### src/hdl/iprtl_pkg.sv
// Package for the IPv4 range lookup table: sizes, opcodes, FSM states,
// the table entry layout and the hint update bundle.
// No dependencies; imported by the interfaces, the top level and the hint registers.
package iprtl_pkg;

	localparam int unsigned TABLE_DEPTH = 4096;
	localparam int unsigned HINT_COUNT  = 6;
	localparam int unsigned HINT_MIN_N  = 8;
	localparam int unsigned IDX_W       = $clog2(TABLE_DEPTH);
	localparam int unsigned CNT_W       = IDX_W + 1;
	localparam int unsigned SLOT_W      = $clog2(HINT_COUNT + 1);
	localparam int unsigned ADDR_W      = 32;
	localparam int unsigned CODE_W      = 24;
	localparam int unsigned OUT_IDX_W   = 12;

	localparam logic [CODE_W-1:0] CODE_MISS = 24'h007A7A;

	typedef enum logic [1:0] {
		OP_CLEAR  = 2'd0,
		OP_APPEND = 2'd1,
		OP_BUILD  = 2'd2,
		OP_LOOKUP = 2'd3
	} op_t;

	typedef enum logic [1:0] {
		ST_IDLE,
		ST_BUILD,
		ST_SCAN,
		ST_DONE
	} state_t;

	// one table row as stored in the entry memory
	typedef struct packed {
		logic [ADDR_W-1:0] range_start;
		logic [ADDR_W-1:0] range_last;
		logic [CODE_W-1:0] code;
	} entry_t;

	localparam int unsigned ENTRY_W = $bits(entry_t);

	// control from the sequencer to the hint registers
	typedef struct packed {
		logic              clr;
		logic              mark;
		logic              wr;
		logic [SLOT_W-1:0] slot;
		logic [CNT_W-1:0]  idx;
		logic [ADDR_W-1:0] start;
	} hint_upd_t;

endpackage

### src/hdl/iprtl_hints.sv
// Scan hint registers and the first-hint selection for a lookup address.
// Depends on iprtl_pkg.
module iprtl_hints import iprtl_pkg::*; (
	input  logic              clk,
	input  logic              arst_n,
	input  hint_upd_t         upd,
	input  logic [ADDR_W-1:0] probe,
	output logic [CNT_W-1:0]  begin_idx,
	output logic              hints_valid
);

	logic [CNT_W-1:0]  hint_idx_q   [HINT_COUNT];
	logic [ADDR_W-1:0] hint_start_q [HINT_COUNT];
	logic              valid_q;

	// hold the valid flag: clear wins over a finished build
	always_ff @(posedge clk or negedge arst_n) begin
		if (!arst_n) begin
			valid_q <= 1'b0;
		end else if (upd.clr) begin
			valid_q <= 1'b0;
		end else if (upd.mark) begin
			valid_q <= 1'b1;
		end
	end

	// capture one hint per returned read
	always_ff @(posedge clk) begin
		for (int k = 0; k < HINT_COUNT; k++) begin
			if (upd.wr && upd.slot == SLOT_W'(k)) begin
				hint_idx_q[k]   <= upd.idx;
				hint_start_q[k] <= upd.start;
			end
		end
	end

	// pick the first hint whose start is at or below the address
	always_comb begin
		begin_idx = '0;
		if (valid_q) begin
			for (int k = HINT_COUNT - 1; k >= 0; k--) begin
				if (probe >= hint_start_q[k]) begin
					begin_idx = hint_idx_q[k];
				end
			end
		end
	end

	assign hints_valid = valid_q;

endmodule
### config.mk
export PLATFORM = sky130hd
export DESIGN_NAME = iprtl_hints
export DESIGN_NICKNAME = d
export VERILOG_FILES = /design/src/hdl/iprtl_pkg.sv /design/src/hdl/iprtl_hints.sv
export SDC_FILE = /design/constraint.sdc
export NUM_CORES = 1
export LEC_CHECK = 0
export BUFFER_PORTS_ARGS = -buffer_cell sky130_fd_sc_hd__buf_2
export CAP_MARGIN = 20
export CORE_MARGIN = 5
export CORE_UTILIZATION = 60
export DETAILED_ROUTE_END_ITERATION = 12
export GPL_ROUTABILITY_DRIVEN = 0
export GPL_TIMING_DRIVEN = 0
export PLACE_DENSITY = 0.79
export SLEW_MARGIN = 20
export SYNTH_ARGS = -nofsm -noshare
export SYNTH_HDL_FRONTEND = slang
export SYNTH_SLANG_ARGS = --single-unit
### constraint.sdc
create_clock -name clk -period 7.65 [get_ports clk]
set_input_delay 2.295 -clock clk [delete_from_list [all_inputs] [get_ports clk]]
set_output_delay 2.295 -clock clk [all_outputs]
set_load 0.03 [all_outputs]
==> results of run 1 <==
-- registers in the layout (all words and copies together) (netlist names) --
register	count
hints_valid	1
hint_idx_q	78
hint_start_q	192
-- worst max-delay path, stage by stage --
cell and delay [ps]:
buf_6 100, inv_8 60, ha_4 180, nand2b_4 140, a2111oi_4 400, nor4_2 100, or4_4 580, a311o_2 470
buf_6 170, a31oi_2 190, mux2i_1 100, a221o_1 300, clkbuf_4 180
-- layout by cell type (no fill, tap or decap), types with 9 or more instances in the layout --
master / Yosys / routed
edfxtp_1: 270 / 270
inv_1: 203 / 202
a31oi_1: 18 / 10
a21o_1: 28 / 28
mux2i_1: 13 / 13
a221o_1: 13 / 13
o21ai_0: 27 / 27
buf_2: 1 / 91
nand4_1: 26 / 26
nand2b_1: 9 / 9
nand2_1: 27 / 27
a21boi_0: 15 / 15
clkbuf_16: 0 / 28
a22o_1: 13 / 13
nor2_1: 28 / 24
nand3_1: 16 / 16
buf_6: 1 / 12
a21oi_1: 52 / 52
buf_4: 0 / 16
ha_1: 192 / 191
-- final cells by class --
type | count | area share [%]
antenna | 1 | 0.01568
buffer | 9 | 0.3919
clock buffer | 31 | 4.460
clock inverter | 21 | 1.207
inverter | 203 | 4.821
multi-input combinational | 549 | 30.65
sequential | 271 | 50.95
tap | 285 | 2.234
timing repair buffer | 121 | 5.268
-- stage by stage --
step / hold slack [ps] / instance area, um2
2_1_floorplan: 713.6 / 13620
3_3_place_gp: 609.4 / 14470
3_5_place_dp: 637.3 / 14760
4_1_cts: 653.6 / 15740
5_1_grt: 706.9 / 15960
6_report: 653.6 / 15960
-- logic make-up (layout without fill, tap and decap cells) --
kind of cell,after synthesis,after routing,share of synthesized area (%)
simple gates,130,130,4.858
compound gates,214,214,10.93
other cells,0,1,0
fa+ha+maj,192,192,17.63
mux,13,13,0.9551
buf+inv,212,385,5.933
flops,271,271,59.69
-- worst paths after layout --
| check | endpoint | cells past startpoint | slack (ps) | start |
|---|---|---|---|---|
| setup / recovery | begin_idx[6] | 13 | 60 | probe[0] |
| hold / removal | hints_valid | 2 | 650 | hints_valid |
| setup reg to reg | hints_valid | 2 | 6900 | hints_valid |
| hold reg to reg | hints_valid | 2 | 650 | hints_valid |
| max in group asynchronous | hints_valid | 1 | 6000 | arst_n |
| min in group asynchronous | hints_valid | 1 | 1540 | arst_n |
-- routing by layer --
| layer | vias to the layer above | global-route usage (%) |
|---|---|---|
| li1 | 4153 | - |
| met1 | 4217 | 29.84 |
| met2 | 271 | 40.48 |
| met3 | 70 | 3.669 |
| met4 | 6 | 8.143 |
| met5 | - | 0 |
-- power by group through the flow --
stage	sequential, mW	combinational, mW	clock (mW)
after floorplan	1.73	0.197	0
after global placement	1.73	0.321	0
after detailed placement	1.73	0.346	0
after CTS	1.70	0.356	1.35
after global routing	1.70	0.414	1.42
final	1.70	0.373	1.33
-- repair_timing --
item / CTS / global route
setup buffers: 2 / 3
cloned: 1 / 0
pin swaps: 5 / 14
resized for setup: 16 / 51
endpoints found under the setup margin: 12 / 13
==> impl_metrics.tcl, run 1 <==
set metrics [dict create \
    status "completed" \
    grt_pass1_vias 8956 \
    p_leak_nw 6.966 \
    clock_period_minus_final_worst_setup_slack_ps 7592 \
    root_buffer_cell "clkbuf_16" \
    cts-htree-levels 1 \
    netlist.area_leader.share_pct 59.51 \
    number_of_hold_violations_in_the_final_report 0 \
    post-route-util_pct 70.93 \
    overflow 0 \
    worstSkewPairLatency_ps 550 \
    via_per_inst 5.846 \
    critical_path.max_fanout 6 \
    yosys-top-cells-area "edfxtp_1 60%, ha_1 18%, inv_1 5.6%" \
    ys_top_cells_by_count "270 x edfxtp_1, 203 x inv_1, 192 x ha_1" \
    max-clock-path-buffers 3 \
    dp_hpwl_mm 21.93 \
    multi_input_comb_area_um2 4892 \
    hold_buffers 0 \
    power_density_nw_per_um2 212.8 \
    timing.final.crit_share_pct 99.24 \
    synth_flop_cell "edfxtp_1" \
    startpoint_type "primary input" \
    clock_skew_ps 0 \
    power.clock.fraction_pct 39.1 \
    yosysUniqueCellTypes 48 \
    final-setup-viol-count 0 \
    endpoint_kind "output pin" \
    final-instance-count-excl-fill 1491 \
    num_vias 8717 \
    worst_ep_arrival_time_ps 5300 \
    cts_tree "done" \
    finish.net_count 1460 \
    hold_path.class "reg -> reg" \
    slew_headroom_pct 48.75 \
    drcViolationCount 0 \
    core_region_area_um2 22500 \
    share_seq_of_total_power_pct 49.9 \
    flip_flop_and_latch_area_um2 8133 \
    routed.top_layer "met5" \
    wl_met2_mm 15.24 \
    cp.required_ps 5360 \
    drive_gt1_share_pct 16.85 \
    yosys_warnings 0 \
    synth-edff-count 270 \
    postRouteAntennaNets 0 \
    power_frac_comb_pct 11.0 \
    grt_use_total_pct 23.26 \
    final_layout_setup_total_negative_slack_ps 0 \
    tritoncts.num_buffers 28 \
    maximum_vdd_ir_drop_mv 0.2448 \
    wl_met3_mm 1.813 \
    seq_area_frac_synth_pct 59.69 \
    nFillCells 1459 \
    maxClockFrequency_ghz 0.1317 \
    cap_violations 0 \
    synthCells 1032 \
    num_io_pins 99 \
    synth_seq_cells 271 \
    number_of_standard_cell_rows_in_the_floorplan 55 \
    die_width_um 160.7 \
    avgSynthCellArea_um2 13.20 \
    wire_per_inst_um 20.36 \
    timing_worst_slew_pin_value_ps 766.9 \
    switching_power_mw 0.7931 \
    clk_transition_reported_paths_ps 60 \
    drt_pre_antenna_iters 5 \
    cts.sinks 271 \
    fp.dieArea_um2 25820 \
    timing.final.ws_setup_ps 58.32 \
    placement.io_buffers 98 \
    post-layout-total-power_mw 3.396 \
    type_of_the_worst_setup_path "in -> out" \
    final_max_slew_viol_count 0 \
    switching_share_pct 23.35 \
    detail_route.wirelength.met1_mm 12.24 \
    initial_core_util_pct 60.54 \
    die-height_um 160.7 \
    dpl.cell_count 1432 \
    combined_area_of_all_synthesized_cells_um2 13620 \
    asyncSetResetFlopFracSynth_pct 0.3690 \
    intPower_mw 2.603 \
    layout-area-overhead-vs-synth_pct 17.16 \
    drt_wl_total_mm 30.36 \
    global_route_wire_length_before_repair_mm 46.94 \
    dp_worst_setup_slack_ps -329.3 \
    synthesis.nets 1309 \
    first_iter_violations 489 \
    yosys.cell_count.top_type "edfxtp_1" \
    grt_max_degree 24 \
    yosys.area.top_type "edfxtp_1" \
    initial_antenna_violation_count 4 \
]
Power figures use the tool's default switching activity.
==> inputs of run 2 (changes only) <==
--- a/config.mk
+++ b/config.mk
@@ -12,7 +12,10 @@
 export DETAILED_ROUTE_END_ITERATION = 12
 export GPL_ROUTABILITY_DRIVEN = 0
 export GPL_TIMING_DRIVEN = 0
+export MAX_ROUTING_LAYER = met4
 export PLACE_DENSITY = 0.79
+export RECOVER_POWER = 25
+export REMOVE_ABC_BUFFERS = 1
 export SLEW_MARGIN = 20
 export SYNTH_ARGS = -nofsm -noshare
 export SYNTH_HDL_FRONTEND = slang
==> run 2 against run 1 <==
Compared with the run above: clock power is 8% lower; fmax is 0.42% higher; setup slack better by 32 ps; combinational power is 5% lower; clock skew stayed put.
==> impl_metrics.tcl, run 2 (synthesized netlist as in run 1, its figures left out) <==
set metrics [dict create \
    final_layout_setup_total_negative_slack_ps 0 \
    minimum_setup_slack_among_reg_to_reg_paths_ps 6900 \
    slew_headroom_pct 41.04 \
    grt_pass1_vias 9178 \
    maxClockFrequency_ghz 0.1323 \
    number_of_hold_violations_in_the_final_report 0 \
    wire_per_inst_um 20.30 \
    startpoint_type "primary input" \
    via_per_inst 5.822 \
    core_region_area_um2 22500 \
    timing.final.crit_share_pct 98.82 \
    most-common-layout-cells "270 x edfxtp_1, 202 x inv_1, 191 x ha_1, 70 x buf_2, 52 x a21oi_1" \
    root_buffer_cell "clkbuf_16" \
    finish.net_count 1452 \
    critical_path.max_fanout 7 \
    final_common_cell "edfxtp_1" \
    post-layout-total-power_mw 3.275 \
    cts.sinks 271 \
    initial_antenna_violation_count 3 \
    final-instance-count-excl-fill 1477 \
    dpl.cell_count 1426 \
    final-setup-viol-count 0 \
    final_max_slew_viol_count 0 \
    cp_cell_sequence "buf_6 > inv_8 > ha_4 > nand2b_4 > a2111oi_4 > nor4_4 > or4_4 > a311o_2 > a31oi_1 > mux2i_1 > a221o_1 > buf_2" \
    grt_use_total_pct 24.36 \
    r2r_start "hints_valid" \
    crit_family "compound AO/OA/AOI/OAI gates" \
    first_iter_violations 573 \
    max-clock-path-buffers 3 \
    worst_ep_arrival_time_ps 5260 \
    tritoncts.num_buffers 28 \
    cts-htree-levels 1 \
    status "completed" \
    grt_max_degree 24 \
    initial_core_util_pct 60.54 \
    num_vias 8599 \
    hold_path.class "reg -> reg" \
    drt_pre_antenna_iters 5 \
    max_stage_delay_ps 590 \
    type_of_the_worst_setup_path "in -> out" \
    cap_violations 0 \
    maximum_vdd_ir_drop_mv 0.1957 \
    holdPathStages 2 \
    endpoint_kind "output pin" \
    largest_register_ffs 192 \
    overflow 0 \
    r2r_end "hints_valid" \
    power_density_nw_per_um2 208.8 \
    clock_period_minus_final_worst_setup_slack_ps 7560 \
    cp.required_ps 5360 \
    cts_tree "done" \
    fp.dieArea_um2 25820 \
    number_of_standard_cell_rows_in_the_floorplan 55 \
    worstHoldStart "hints_valid" \
    nFillCells 1559 \
    placement.io_buffers 98 \
    die_width_um 160.7 \
    num_io_pins 99 \
    postRouteAntennaNets 0 \
    top_register "hint_start_q" \
    drive_gt1_share_pct 13.04 \
    layout-area-overhead-vs-synth_pct 15.12 \
    clk_transition_reported_paths_ps 60 \
    hold_slack_ps 656.7 \
    global_route_wire_length_before_repair_mm 47.75 \
    worstSkewPairLatency_ps 540 \
    worst_r2r_path_depth 2 \
    timing.hold.worst_endpoint "hints_valid" \
    timing_worst_slew_pin_value_ps 876.3 \
    grt_setup_unrepaired "no" \
    drcViolationCount 0 \
    clock_skew_ps 0 \
    drt_wl_total_mm 29.98 \
    cp.buffers_inverters 3 \
    dp_hpwl_mm 21.84 \
    critPathSlowestCell "or4_4" \
    die-height_um 160.7 \
    p_leak_nw 6.797 \
]
## run 2: changes by cell type in the layout (fill, tap and decap cells not counted), sizes merged
cell,previous run,this run
buf,126,95
clkbuf,35,60
clkinv,15,9
bufinv,3,1
clkinvlp,2,0
diode,1,3
a311o,1,2
inv,204,203
## run 2: through the flow
step / util (%) / setup WS, ps / area, um2
4_1_cts: 69.52 / 20.97 / 15640
5_1_grt: 69.70 / 1.917 / 15680
2_1_floorplan: - / 231.8 / 13580
3_3_place_gp: 64.10 / -1154 / 14430
3_5_place_dp: 65.64 / -418.1 / 14770
6_report: 69.70 / 90.20 / 15680
## run 2: area by class of cell
class	count	area (um2)	area share (%)
timing repair buffer	121	789.5	5.034
tap	285	356.6	2.274
inverter	203	769.5	4.906
multi-input combinational	550	4825	30.76
clock inverter	10	80.08	0.5106
sequential	271	8133	51.85
clock buffer	34	723.2	4.611
antenna	3	7.507	0.04787
## run 2: how the worst max path moves through the flow
stage,start,endpoint,cells after the start
after floorplan,probe[10],begin_idx[11],9
after global placement,probe[10],begin_idx[0],11
after detailed placement,probe[0],begin_idx[11],12
after CTS,probe[0],begin_idx[11],12
after global routing,probe[0],begin_idx[0],12
final,probe[0],begin_idx[11],12
## run 2: repair_timing
action,4_1_cts,5_1_grt
resized for setup,13,14
hold buffers,0,0
gates cloned,1,0
buffers inserted,2,1
setup endpoints to repair,13,13
pin swaps,4,8
## run 2: worst min-delay path, cell delays in order (launching register included)
cell,delay (ps)
dfrtp_1,470
nor2_1,80
nor2_1,70
## run 2: routing by layer
metal  GRT usage [%]  vias up  wire length (um)
li1                -     4139                 -
met1           30.22     4127             12250
met2           40.37      275             14680
met3           4.619       58              2183
met4           8.724        0               864
met5               -        -                 0
## run 2: where the power goes
part	total (mW)	internal, mW	switching [mW]
logic	0.354	0.135	0.219
registers	1.70	1.68	0.0116
clock network	1.23	0.696	0.530
total	3.28	2.51	0.760
