File: config.mk
export PLATFORM = sky130hd
export DESIGN_NAME = iprtl_ram
export DESIGN_NICKNAME = d
export VERILOG_FILES = /design/src/hdl/iprtl_ram.sv
export SDC_FILE = /design/constraint.sdc
export NUM_CORES = 1
export LEC_CHECK = 0
export BUFFER_PORTS_ARGS = -buffer_cell sky130_fd_sc_hd__buf_2
export CAP_MARGIN = 20
export CORE_UTILIZATION = 40
export DETAILED_ROUTE_END_ITERATION = 10
export GPL_TIMING_DRIVEN = 0
export PLACE_DENSITY = 0.61
export SYNTH_ARGS = -nofsm -noshare
export SYNTH_HDL_FRONTEND = slang
export SYNTH_SLANG_ARGS = --single-unit
File: constraint.sdc
create_clock -name clk -period 3 [get_ports clk]
set_input_delay 0.15 -clock clk [delete_from_list [all_inputs] [get_ports clk]]
set_output_delay 0.15 -clock clk [all_outputs]
set_load 0.02 [all_outputs]
File: src/hdl/iprtl_ram.sv
// Generic single-port-write, single-port-read RAM with registered read data.
// No dependencies.
module iprtl_ram #(
	parameter int unsigned WIDTH = 8,
	parameter int unsigned DEPTH = 16,
	localparam int unsigned AW   = $clog2(DEPTH)
) (
	input  logic             clk,
	input  logic             we,
	input  logic [AW-1:0]    waddr,
	input  logic [WIDTH-1:0] wdata,
	input  logic             re,
	input  logic [AW-1:0]    raddr,
	output logic [WIDTH-1:0] rdata
);

	logic [WIDTH-1:0] mem [DEPTH];

	// write port
	always_ff @(posedge clk) begin
		if (we) begin
			mem[waddr] <= wdata;
		end
	end

	// registered read port
	always_ff @(posedge clk) begin
		if (re) begin
			rdata <= mem[raddr];
		end
	end

endmodule

==> metrics, run 1 <==
full die area=about 14000 um2; top cell type's share of synthesized area=0.781; NetSw=between 0.0008 and 0.0009 W; RSZ-0062 raised after global routing=false; CP required=about 3.2 ns; CORE AREA=~13000 um2; top-count cell post-synth=edfxtp_1; setup violators final=0; Worst Max-Slew Pin Slew=roughly 0.82 ns; Tcrit/Tclk final=0.541; Fillers=1002; relative slew slack=0.450; worst reg2reg setup slack=~1.4 ns; Pleak=between 2 and 2.5 nW; Slew Limit Fails=0; Clock Latency Late Sink=0.42 ns; Port Buf Inserts=25; Post-Route Utilization=0.493; #FFs+latches synth=136; Worst Setup Start Kind=flop; Root Driver=clkbuf_16; cts bufs inserted=17; Final nets=between 200 and 300; Pre-antenna DRT Iters=4; largest net degree at the start of global routing=17; gr usage total=0.164; global route overflow=0; Comb power frac=0.046; type of destination of the critical path=flop; run status=complete, no violations; post-synthesis sequential area ratio=0.781; Die Y=~120 um; setup ws final=1.38 ns; post-route ant nets=0; Register-to-Register Path Depth=3; Mapped Nets=around 250; layout cell share with drive strength beyond 1=0.301; EDFF count, synth=between 100 and 150; ys flop type=edfxtp_1; gpl congestion=~0.72; Final min period=1.62 ns; Worst Hold Depth=1; num ports=27; total of max-cap violations=0; clock-pin slew on the worst setup and hold paths=~0.060 ns; most instantiated cells after synthesis=edfxtp_1 (136), mux4_2 (18), a22oi_1 (16); Internal=about 0.0038 W; # diodes=0; first-pass GRT wire length=around 15000 um; met3 usage=0.0457; synthesized instance count=roughly 230; Switching Share=0.189; Cell variety after synth=18; initial antenna violation count=0; Hold Crit Class=in2reg; vias per cell=around 5.2; post-CTS resize count=0; initial core utilization=0.413; placed cell area=5600 um2; asr flop ratio synth=0; post-DR wirelength/cell=between 20 and 25 um; Clk pwr share=0.491; synthesized area=around 5200 um2; number of global-route vias before repair=between 2000 and 3000; H-tree depth=4; f_max=616 MHz; Max VDD drop=between 300 and 400 uV; CP arrival=~1.8 ns; Cell Rows=around 40; via count=2400; dominant cells by area after synthesis=edfxtp_1 (78%), mux4_2 (7.8%), mux4_1 (7.0%), a22oi_1 (2.3%), nor2_1 (0.93%); Max FO, Critical Path=1; Post-CTS Setup Inserts=0; Synth area leader=edfxtp_1; post-route cell area=approximately 6300 um2; width of the die=~120 um; Cell Pwr Density=around 740 nW/um2; drt drc=0; CTS tree=built; Ys Warns=0; final WL=9720 um; Num Clock Sinks=136; Final Hold Viols=0; area delta synth->final=19.6%; Reg power frac=0.463; dpl hpwl=6330 um; Crit Path Class=reg2reg; setup TNS after final layout=0 ns; Placement Setup Slack=approximately 1.1 ns; Iter 0 DRT Violations=approximately 160; Max Root-Sink Buffers=2; Clock Skew=0.0259 ns; Mean Syn Cell Area=between 20 and 25 um2; met1 usage=0.216; global routing usage on met2=0.254; post-cts hold buffer count=0; gr busiest metal=met2
[metrics by stage]
stage	hold slack [ns]	power, W	cells
floorplan	0.249	0.00231	229
global placement	0.486	0.00240	426
detailed placement	0.498	0.00240	430
CTS	0.0679	0.00467	461
global route	0.0684	0.00476	461
finish	0.0641	0.00465	461
[sequential cells by signal (all words and copies together) (netlist names)]
register / flops
mem: 128
rdata: 8
[layout make-up]
type	instances	area, um2	share of cell area
Clock inverter	14	230	0.0368
Clock buffer	17	425	0.0681
Buffer	10	86.3	0.0138
Tap cell	172	215	0.0344
Multi-Input combinational cell	83	1060	0.169
Sequential cell	136	4080	0.653
Timing Repair Buffer	29	153	0.0244
[layer usage]
| layer | part of all wire | vias to the layer above | wire length, um |
|---|---|---|---|
| li1 | - | 1074 | - |
| met1 | 0.45 | 1261 | 4410 |
| met2 | 0.50 | 59 | 4850 |
| met3 | 0.035 | 6 | 342 |
| met4 | 0.012 | 0 | 114 |
| met5 | 0 | - | 0 |
[power by group through the flow]
stage / sequential (W) / combinational [W] / clock, W
2_1_floorplan: 0.00220 / 0.000108 / 0
5_1_grt: 0.00215 / 0.000227 / 0.00238
6_report: 0.00215 / 0.000213 / 0.00228
3_3_place_gp: 0.00219 / 0.000209 / 0
3_5_place_dp: 0.00219 / 0.000214 / 0
4_1_cts: 0.00215 / 0.000215 / 0.00230
[cell usage in the layout, fill, tap and decap left out, types with 5 or more instances in the layout]
| master | count |
|---|---|
| edfxtp_1 | 136 |
| buf_2 | 29 |
| mux4_2 | 18 |
| clkbuf_16 | 17 |
| a22oi_1 | 16 |
| mux4_1 | 14 |
| nor2_1 | 13 |
| nand2_1 | 9 |
| bufinv_16 | 6 |
| clkinvlp_4 | 5 |
[worst max-delay path, cell delays in order, from the launching register on]
cell	delay, ns
edfxtp_1	0.36
mux4_1	0.56
a22oi_1	0.30
nand2_1	0.14
[path summary, 6_finish.rpt]
check | start | to
min | re | rdata[3]
max | mem[4][0] | rdata[0]
max reg2reg | mem[4][0] | rdata[0]
min reg2reg | mem[11][3] | rdata[3]
[kinds of logic after synthesis]
logic type	count (synthesis)	synth area share
flip-flops	136	0.781
buffers and inverters	10	0.0165
AO/OA/AOI/OAI	16	0.0230
multiplexers	32	0.148
AND/OR/NAND/NOR	35	0.0314
Power figures use the tool's default switching activity.
==> run 2: changes to the inputs <==
PLACE_DENSITY = 0.63   (was 0.61)
clock period = 1.3 ns   (was 3 ns; I/O delays follow)
==> run 2 against run 1 <==
Effect of this change:
- the flow now finishes with violations (setup timing)
- critical path type unchanged
- first-iteration DRC count grew 10%
- critical endpoint unchanged
- highest routed layer unchanged
- critical path depth is the same
- clock power grew 110%
==> metrics, run 2 (synthesized netlist as in run 1, its figures left out) <==
run status=finished, violations left; failing checks=setup timing; post-route ant nets=0 (unchanged); Clk pwr share=0.461 (-0.030); f_max=681 MHz (+11%); Max FO, Critical Path=1 (unchanged); Register-to-Register Path Depth=3 (unchanged); Final nets=296 (unchanged); # diodes=0 (unchanged); gr usage total=0.169 (+0.00567); Switching Share=0.201 (+0.0123); Slew Limit Fails=0 (unchanged); clock-pin slew on the worst setup and hold paths=0.06 ns (about the same); Clock Latency Late Sink=0.42 ns (about the same); layout cell share with drive strength beyond 1=0.377 (+0.0761); largest net degree at the start of global routing=17 (unchanged); highest-delay cell along the critical path=mux4_2; Root Driver=clkbuf_16; Final min period=1.47 ns (-0.155 ns); vias per cell=5.22 (+0.21%); Fin Hold WS=0.0482 ns (-0.0159 ns); Internal=0.00813 W (+120%); CORE AREA=12700 um2 (unchanged); Worst Max-Slew Pin Slew=0.831 ns (+0.00900 ns); commonest cells after routing, fill and taps aside=edfxtp_1 (136), mux4_2 (30), buf_2 (28); Die Y=116 um (unchanged); Comb power frac=0.051 (+0.005); Final Hold Viols=0 (unchanged); cts bufs inserted=17 (unchanged); Port Buf Inserts=25 (unchanged); Clock Skew=0.00966 ns (-0.0162 ns); Pleak=2.00 nW (-3.5%); worst hold start=wdata[5]; Max Root-Sink Buffers=2 (unchanged); Slowest Stage Delay on Critical Path=0.51 ns (-0.05 ns); Num Clock Sinks=136 (unchanged); relative slew slack=0.444 (-0.00603); biggest regs=mem: 128 flops, rdata: 8 flops; CP required=1.45 ns (-1.70 ns); setup ws final=-0.168 ns (-1.55 ns); Pre-antenna DRT Iters=4 (unchanged); Cell Pwr Density=1640 nW/um2 (+120%); CP arrival=1.62 ns (-0.15 ns); Tcrit/Tclk final=1.13 (+0.588); global route overflow=0 (unchanged); H-tree depth=4 (unchanged); drt drc=0 (unchanged); type of destination of the critical path=flop; worst path cell trace=mux4_2, a22oi_2, nand2_1; Reg2Reg Launch Point=mem[7][0]; initial antenna violation count=0 (unchanged); area delta synth->final=18.6%; Cell Rows=41 (unchanged); setup TNS after final layout=-1.03 ns (-1.03 ns); Reg power frac=0.488 (+0.025); CP Launch Point=mem[7][0]; r2r endpoint=rdata[0]; post-DR wirelength/cell=21.8 um (+3.3%); Hold Crit Class=in2reg; via count=2405 (+0.21%); Largest register FFs=128 (unchanged); CTS tree=built; worst path buffer plus inverter count=0 (unchanged); number of global-route vias before repair=2439 (-2.8%); width of the die=116 um (unchanged); Worst Hold Depth=1 (unchanged); initial core utilization=0.413 (unchanged); Worst Setup Start Kind=flop; post-route cell area=6200 um2 (-0.82%); NetSw=0.00204 W (+130%); Biggest register=mem; num ports=27 (unchanged); Fillers=1045 (+4.3%); placed cell area=5580 um2 (-0.27%); dpl hpwl=6360 um (+0.44%); Iter 0 DRT Violations=173 (+10%); first-pass GRT wire length=15100 um (+2.9%); Post-CTS Setup Inserts=0 (unchanged); final WL=10000 um (+3.3%); total of max-cap violations=0 (unchanged); critical path's top delay family=multiplexers; worst reg2reg setup slack=-0.17 ns (-1.55 ns); RSZ-0062 raised after global routing=true; Crit Path Class=reg2reg; full die area=13500 um2 (unchanged); Hold EP=mem[6][5]; most common cell after layout, fill and taps aside=edfxtp_1; setup violators final=8 (+8); Max VDD drop=1350 uV (+320%); gpl congestion=0.780 (+8.0%)
run 2: changes by cell type in the layout (fill, tap and decap cells not counted), moves of 2 or more:
cell and change:
a22oi_2 +6, nor2_2 +3, mux4_2 +12, mux4_1 -12, a22oi_1 -6, clkinv_2 +3, nor2_1 -3, bufinv_16 -3
buf_8 +2
run 2: cell type report:
type / count / area (um2) / share of cell area
sequential: 136 / 4080 / 0.659
multi-input combinational: 83 / 1060 / 0.171
clock buffer: 17 / 425 / 0.0686
tap: 172 / 215 / 0.0347
clock inverter: 14 / 159 / 0.0256
timing repair buffer: 29 / 158 / 0.0254
buffer: 10 / 97.6 / 0.0157
run 2: metrics by stage:
stage	instances	setup slack, ns	utilization	power, W
4_1_cts	461	-0.166	0.490	0.0103
3_5_place_dp	429	-0.486	0.440	0.00556
2_1_floorplan	229	-0.0311	-	0.00534
5_1_grt	461	-0.203	0.489	0.0105
6_report	461	-0.168	0.489	0.0102
3_3_place_gp	426	-0.592	0.439	0.00554
run 2: worst max path at each step:
| stage | cells after the start | end |
|---|---|---|
| 6_report | 3 | rdata[0] |
| 5_1_grt | 3 | rdata[0] |
| 4_1_cts | 3 | rdata[0] |
| 3_5_place_dp | 3 | mem[3][2] |
| 3_3_place_gp | 3 | mem[4][6] |
| 2_1_floorplan | 2 | mem[3][0] |
run 2: layer usage:
| layer | share of wire | track usage | vias up |
|---|---|---|---|
| met4 | 0.0077 | 0.0735 | 0 |
| met5 | 0 | 0 | - |
| met2 | 0.52 | 0.267 | 72 |
| met3 | 0.058 | 0.0540 | 4 |
| met1 | 0.41 | 0.217 | 1259 |
| li1 | - | - | 1070 |
run 2: power groups by stage:
stage	logic (W)	clock network [W]	registers, W
2_1_floorplan	0.000259	0	0.00508
3_3_place_gp	0.000493	0	0.00505
3_5_place_dp	0.000506	0	0.00505
4_1_cts	0.000529	0.00478	0.00497
5_1_grt	0.000560	0.00497	0.00497
6_report	0.000518	0.00469	0.00496
run 2: what timing repair did:
| action | in CTS | in global routing |
|---|---|---|
| pin swaps | 4 | 1 |
| setup endpoints to repair | 40 | 8 |
| resized for setup | 14 | 1 |
| hold buffers | 1 | 0 |
| hold endpoints to repair | 8 | 0 |
==> run 3: changes to the inputs <==
CORE_MARGIN = 2   (was not set)
==> run 3 against run 2 <==
Effect of this change:
- the flow still finishes with violations (setup timing)
- sequential share of layout area down 0.16 points
- first-iteration DRC count up 9.2%
- global-route usage down 1.4 points
- final cell count up 0.22%
- critical path depth unchanged
- clock power up 3%
- clock skew down 0.0039 ns
- hold slack better by 0.011 ns
- non-clock buffer count unchanged
- critical path type unchanged
==> metrics, run 3 (synthesized netlist as in run 1, its figures left out) <==
run status=finished, violations left; failing checks=setup timing; Worst Setup Start Kind=flop; Iter 0 DRT Violations=189 (+9.2%); # diodes=0 (unchanged); first-pass GRT wire length=15400 um (+1.8%); gr usage total=0.155 (-0.0140); gpl congestion=0.745 (-4.4%); final WL=10000 um (-0.15%); vias per cell=5.18 (-0.71%); CORE AREA=12700 um2 (unchanged); Slew Limit Fails=0 (unchanged); Finished Layout Cells=462 (+0.22%); Hold Crit Class=in2reg; Die Y=118 um (+1.7%); Worst Max-Slew Pin Slew=0.932 ns (+0.101 ns); cts bufs inserted=17 (unchanged); CTS tree=built; biggest regs=mem: 128 flops, rdata: 8 flops; Final Hold Viols=0 (unchanged); Post-Route Utilization=0.490 (+0.00118); setup ws final=-0.200 ns (-0.0318 ns); width of the die=118 um (+1.7%); Pre-antenna DRT Iters=7 (+3); CP required=1.45 ns (about the same); f_max=667 MHz (-2.1%); type of destination of the critical path=flop; initial core utilization=0.413 (unchanged); Max FO, Critical Path=1 (unchanged); Cell Rows=41 (unchanged); total of max-cap violations=0 (unchanged); dpl hpwl=6310 um (-0.83%); Placement Setup Slack=-0.538 ns (-0.0524 ns); Max Root-Sink Buffers=2 (unchanged); Max VDD drop=880 uV (-35%); Fillers=1052 (+0.67%); Final nets=296 (unchanged); clock-pin slew on the worst setup and hold paths=0.05 ns (about the same); post-route ant nets=0 (unchanged); CP arrival=1.65 ns (+0.03 ns); Fin Hold WS=0.0589 ns (+0.0106 ns); Overall Power=0.0103 W (+1.5%); number of global-route vias before repair=2518 (+3.2%); Register-to-Register Path Depth=3 (unchanged); Final min period=1.50 ns (+0.0318 ns); Port Buf Inserts=25 (unchanged); Clock Skew=0.00571 ns (-0.00395 ns); Worst Hold Depth=1 (unchanged); relative slew slack=0.377 (-0.0677); Pleak=2.03 nW (+1.3%); setup violators final=8 (unchanged); worst reg2reg setup slack=-0.20 ns (-0.03 ns); H-tree depth=4 (unchanged); area delta synth->final=18.9%; r2r endpoint=rdata[7]; Biggest register=mem; Crit Path Class=reg2reg; via count=2393 (-0.50%); area of the multi-input gates=1070 um2 (+0.47%); largest net degree at the start of global routing=17 (unchanged); commonest cells after routing, fill and taps aside=edfxtp_1 (136), mux4_2 (30), buf_2 (28); post-DR wirelength/cell=21.7 um (-0.37%); Num Clock Sinks=136 (unchanged); most common cell after layout, fill and taps aside=edfxtp_1; Largest register FFs=128 (unchanged); Cell Pwr Density=1660 nW/um2 (+1.3%); Cell Count Post-Placement=429 (unchanged); FF+latch area=4080 um2 (unchanged); Reg2Reg Launch Point=mem[4][7]; worst hold start=wdata[5]; num ports=27 (unchanged); global route overflow=0 (unchanged); layout cell share with drive strength beyond 1=0.369 (-0.00820); full die area=14000 um2 (+3.5%); drt drc=0 (unchanged); initial antenna violation count=0 (unchanged); Hold EP=mem[6][5]; Tcrit/Tclk final=1.15 (+0.0245); Clock Latency Late Sink=0.41 ns (about the same); Root Driver=clkbuf_16; Post-CTS Setup Inserts=0 (unchanged); RSZ-0062 raised after global routing=true
run 3: final cells by class:
type | instances | share of cell area
multi-input cells | 83 | 0.172
plain buffers | 10 | 0.0157
repair buffers | 29 | 0.0254
well taps | 172 | 0.0346
clock inverters | 11 | 0.0248
clock buffers | 21 | 0.0709
flip-flops and latches | 136 | 0.657
run 3: how the worst max path moves through the flow:
stage	startpoint	endpoint	slack (ns)	cells after the start
floorplan	waddr[2]	mem[3][0]	-0.03	2
global placement	waddr[2]	mem[8][2]	-0.61	3
detailed placement	waddr[2]	mem[3][4]	-0.54	3
CTS	mem[3][1]	rdata[1]	-0.18	3
global route	mem[2][0]	rdata[0]	-0.21	3
finish	mem[4][7]	rdata[7]	-0.20	3
run 3: report_power, final:
group | total, W | internal [W] | leakage, nW | switching (W)
Combinational | 0.000524 | 0.000210 | 0.498 | 0.000315
Sequential | 0.00496 | 0.00494 | 1.24 | 0.0000201
Clock | 0.00484 | 0.00318 | 0.296 | 0.00166
Total | 0.0103 | 0.00833 | 2.03 | 0.00199
run 3: through the flow:
stage / setup TNS, ns / area (um2)
2_1_floorplan: -0.946 / 5220
3_3_place_gp: -42.04 / 5560
3_5_place_dp: -33.51 / 5580
4_1_cts: -1.22 / 6210
5_1_grt: -1.46 / 6210
6_report: -1.18 / 6210
run 3: worst max-delay path: stages, from the launching register on:
cell and delay, ns:
edfxtp_1 0.37, mux4_2 0.49, a22oi_2 0.29, nand2_1 0.09
run 3: routing by layer:
metal	GRT usage	up-vias	share of wire
met5	0	-	0
met4	0.0565	0	0.0042
met3	0.0434	2	0.075
met2	0.251	85	0.51
met1	0.202	1237	0.42
li1	-	1069	-
run 3: what timing repair did:
| item | CTS | global route |
|---|---|---|
| pin swaps | 4 | 8 |
| setup endpoints to repair | 40 | 8 |
| hold buffers | 1 | 0 |
| resized for setup | 15 | 1 |
| endpoints found under the hold margin | 8 | 0 |
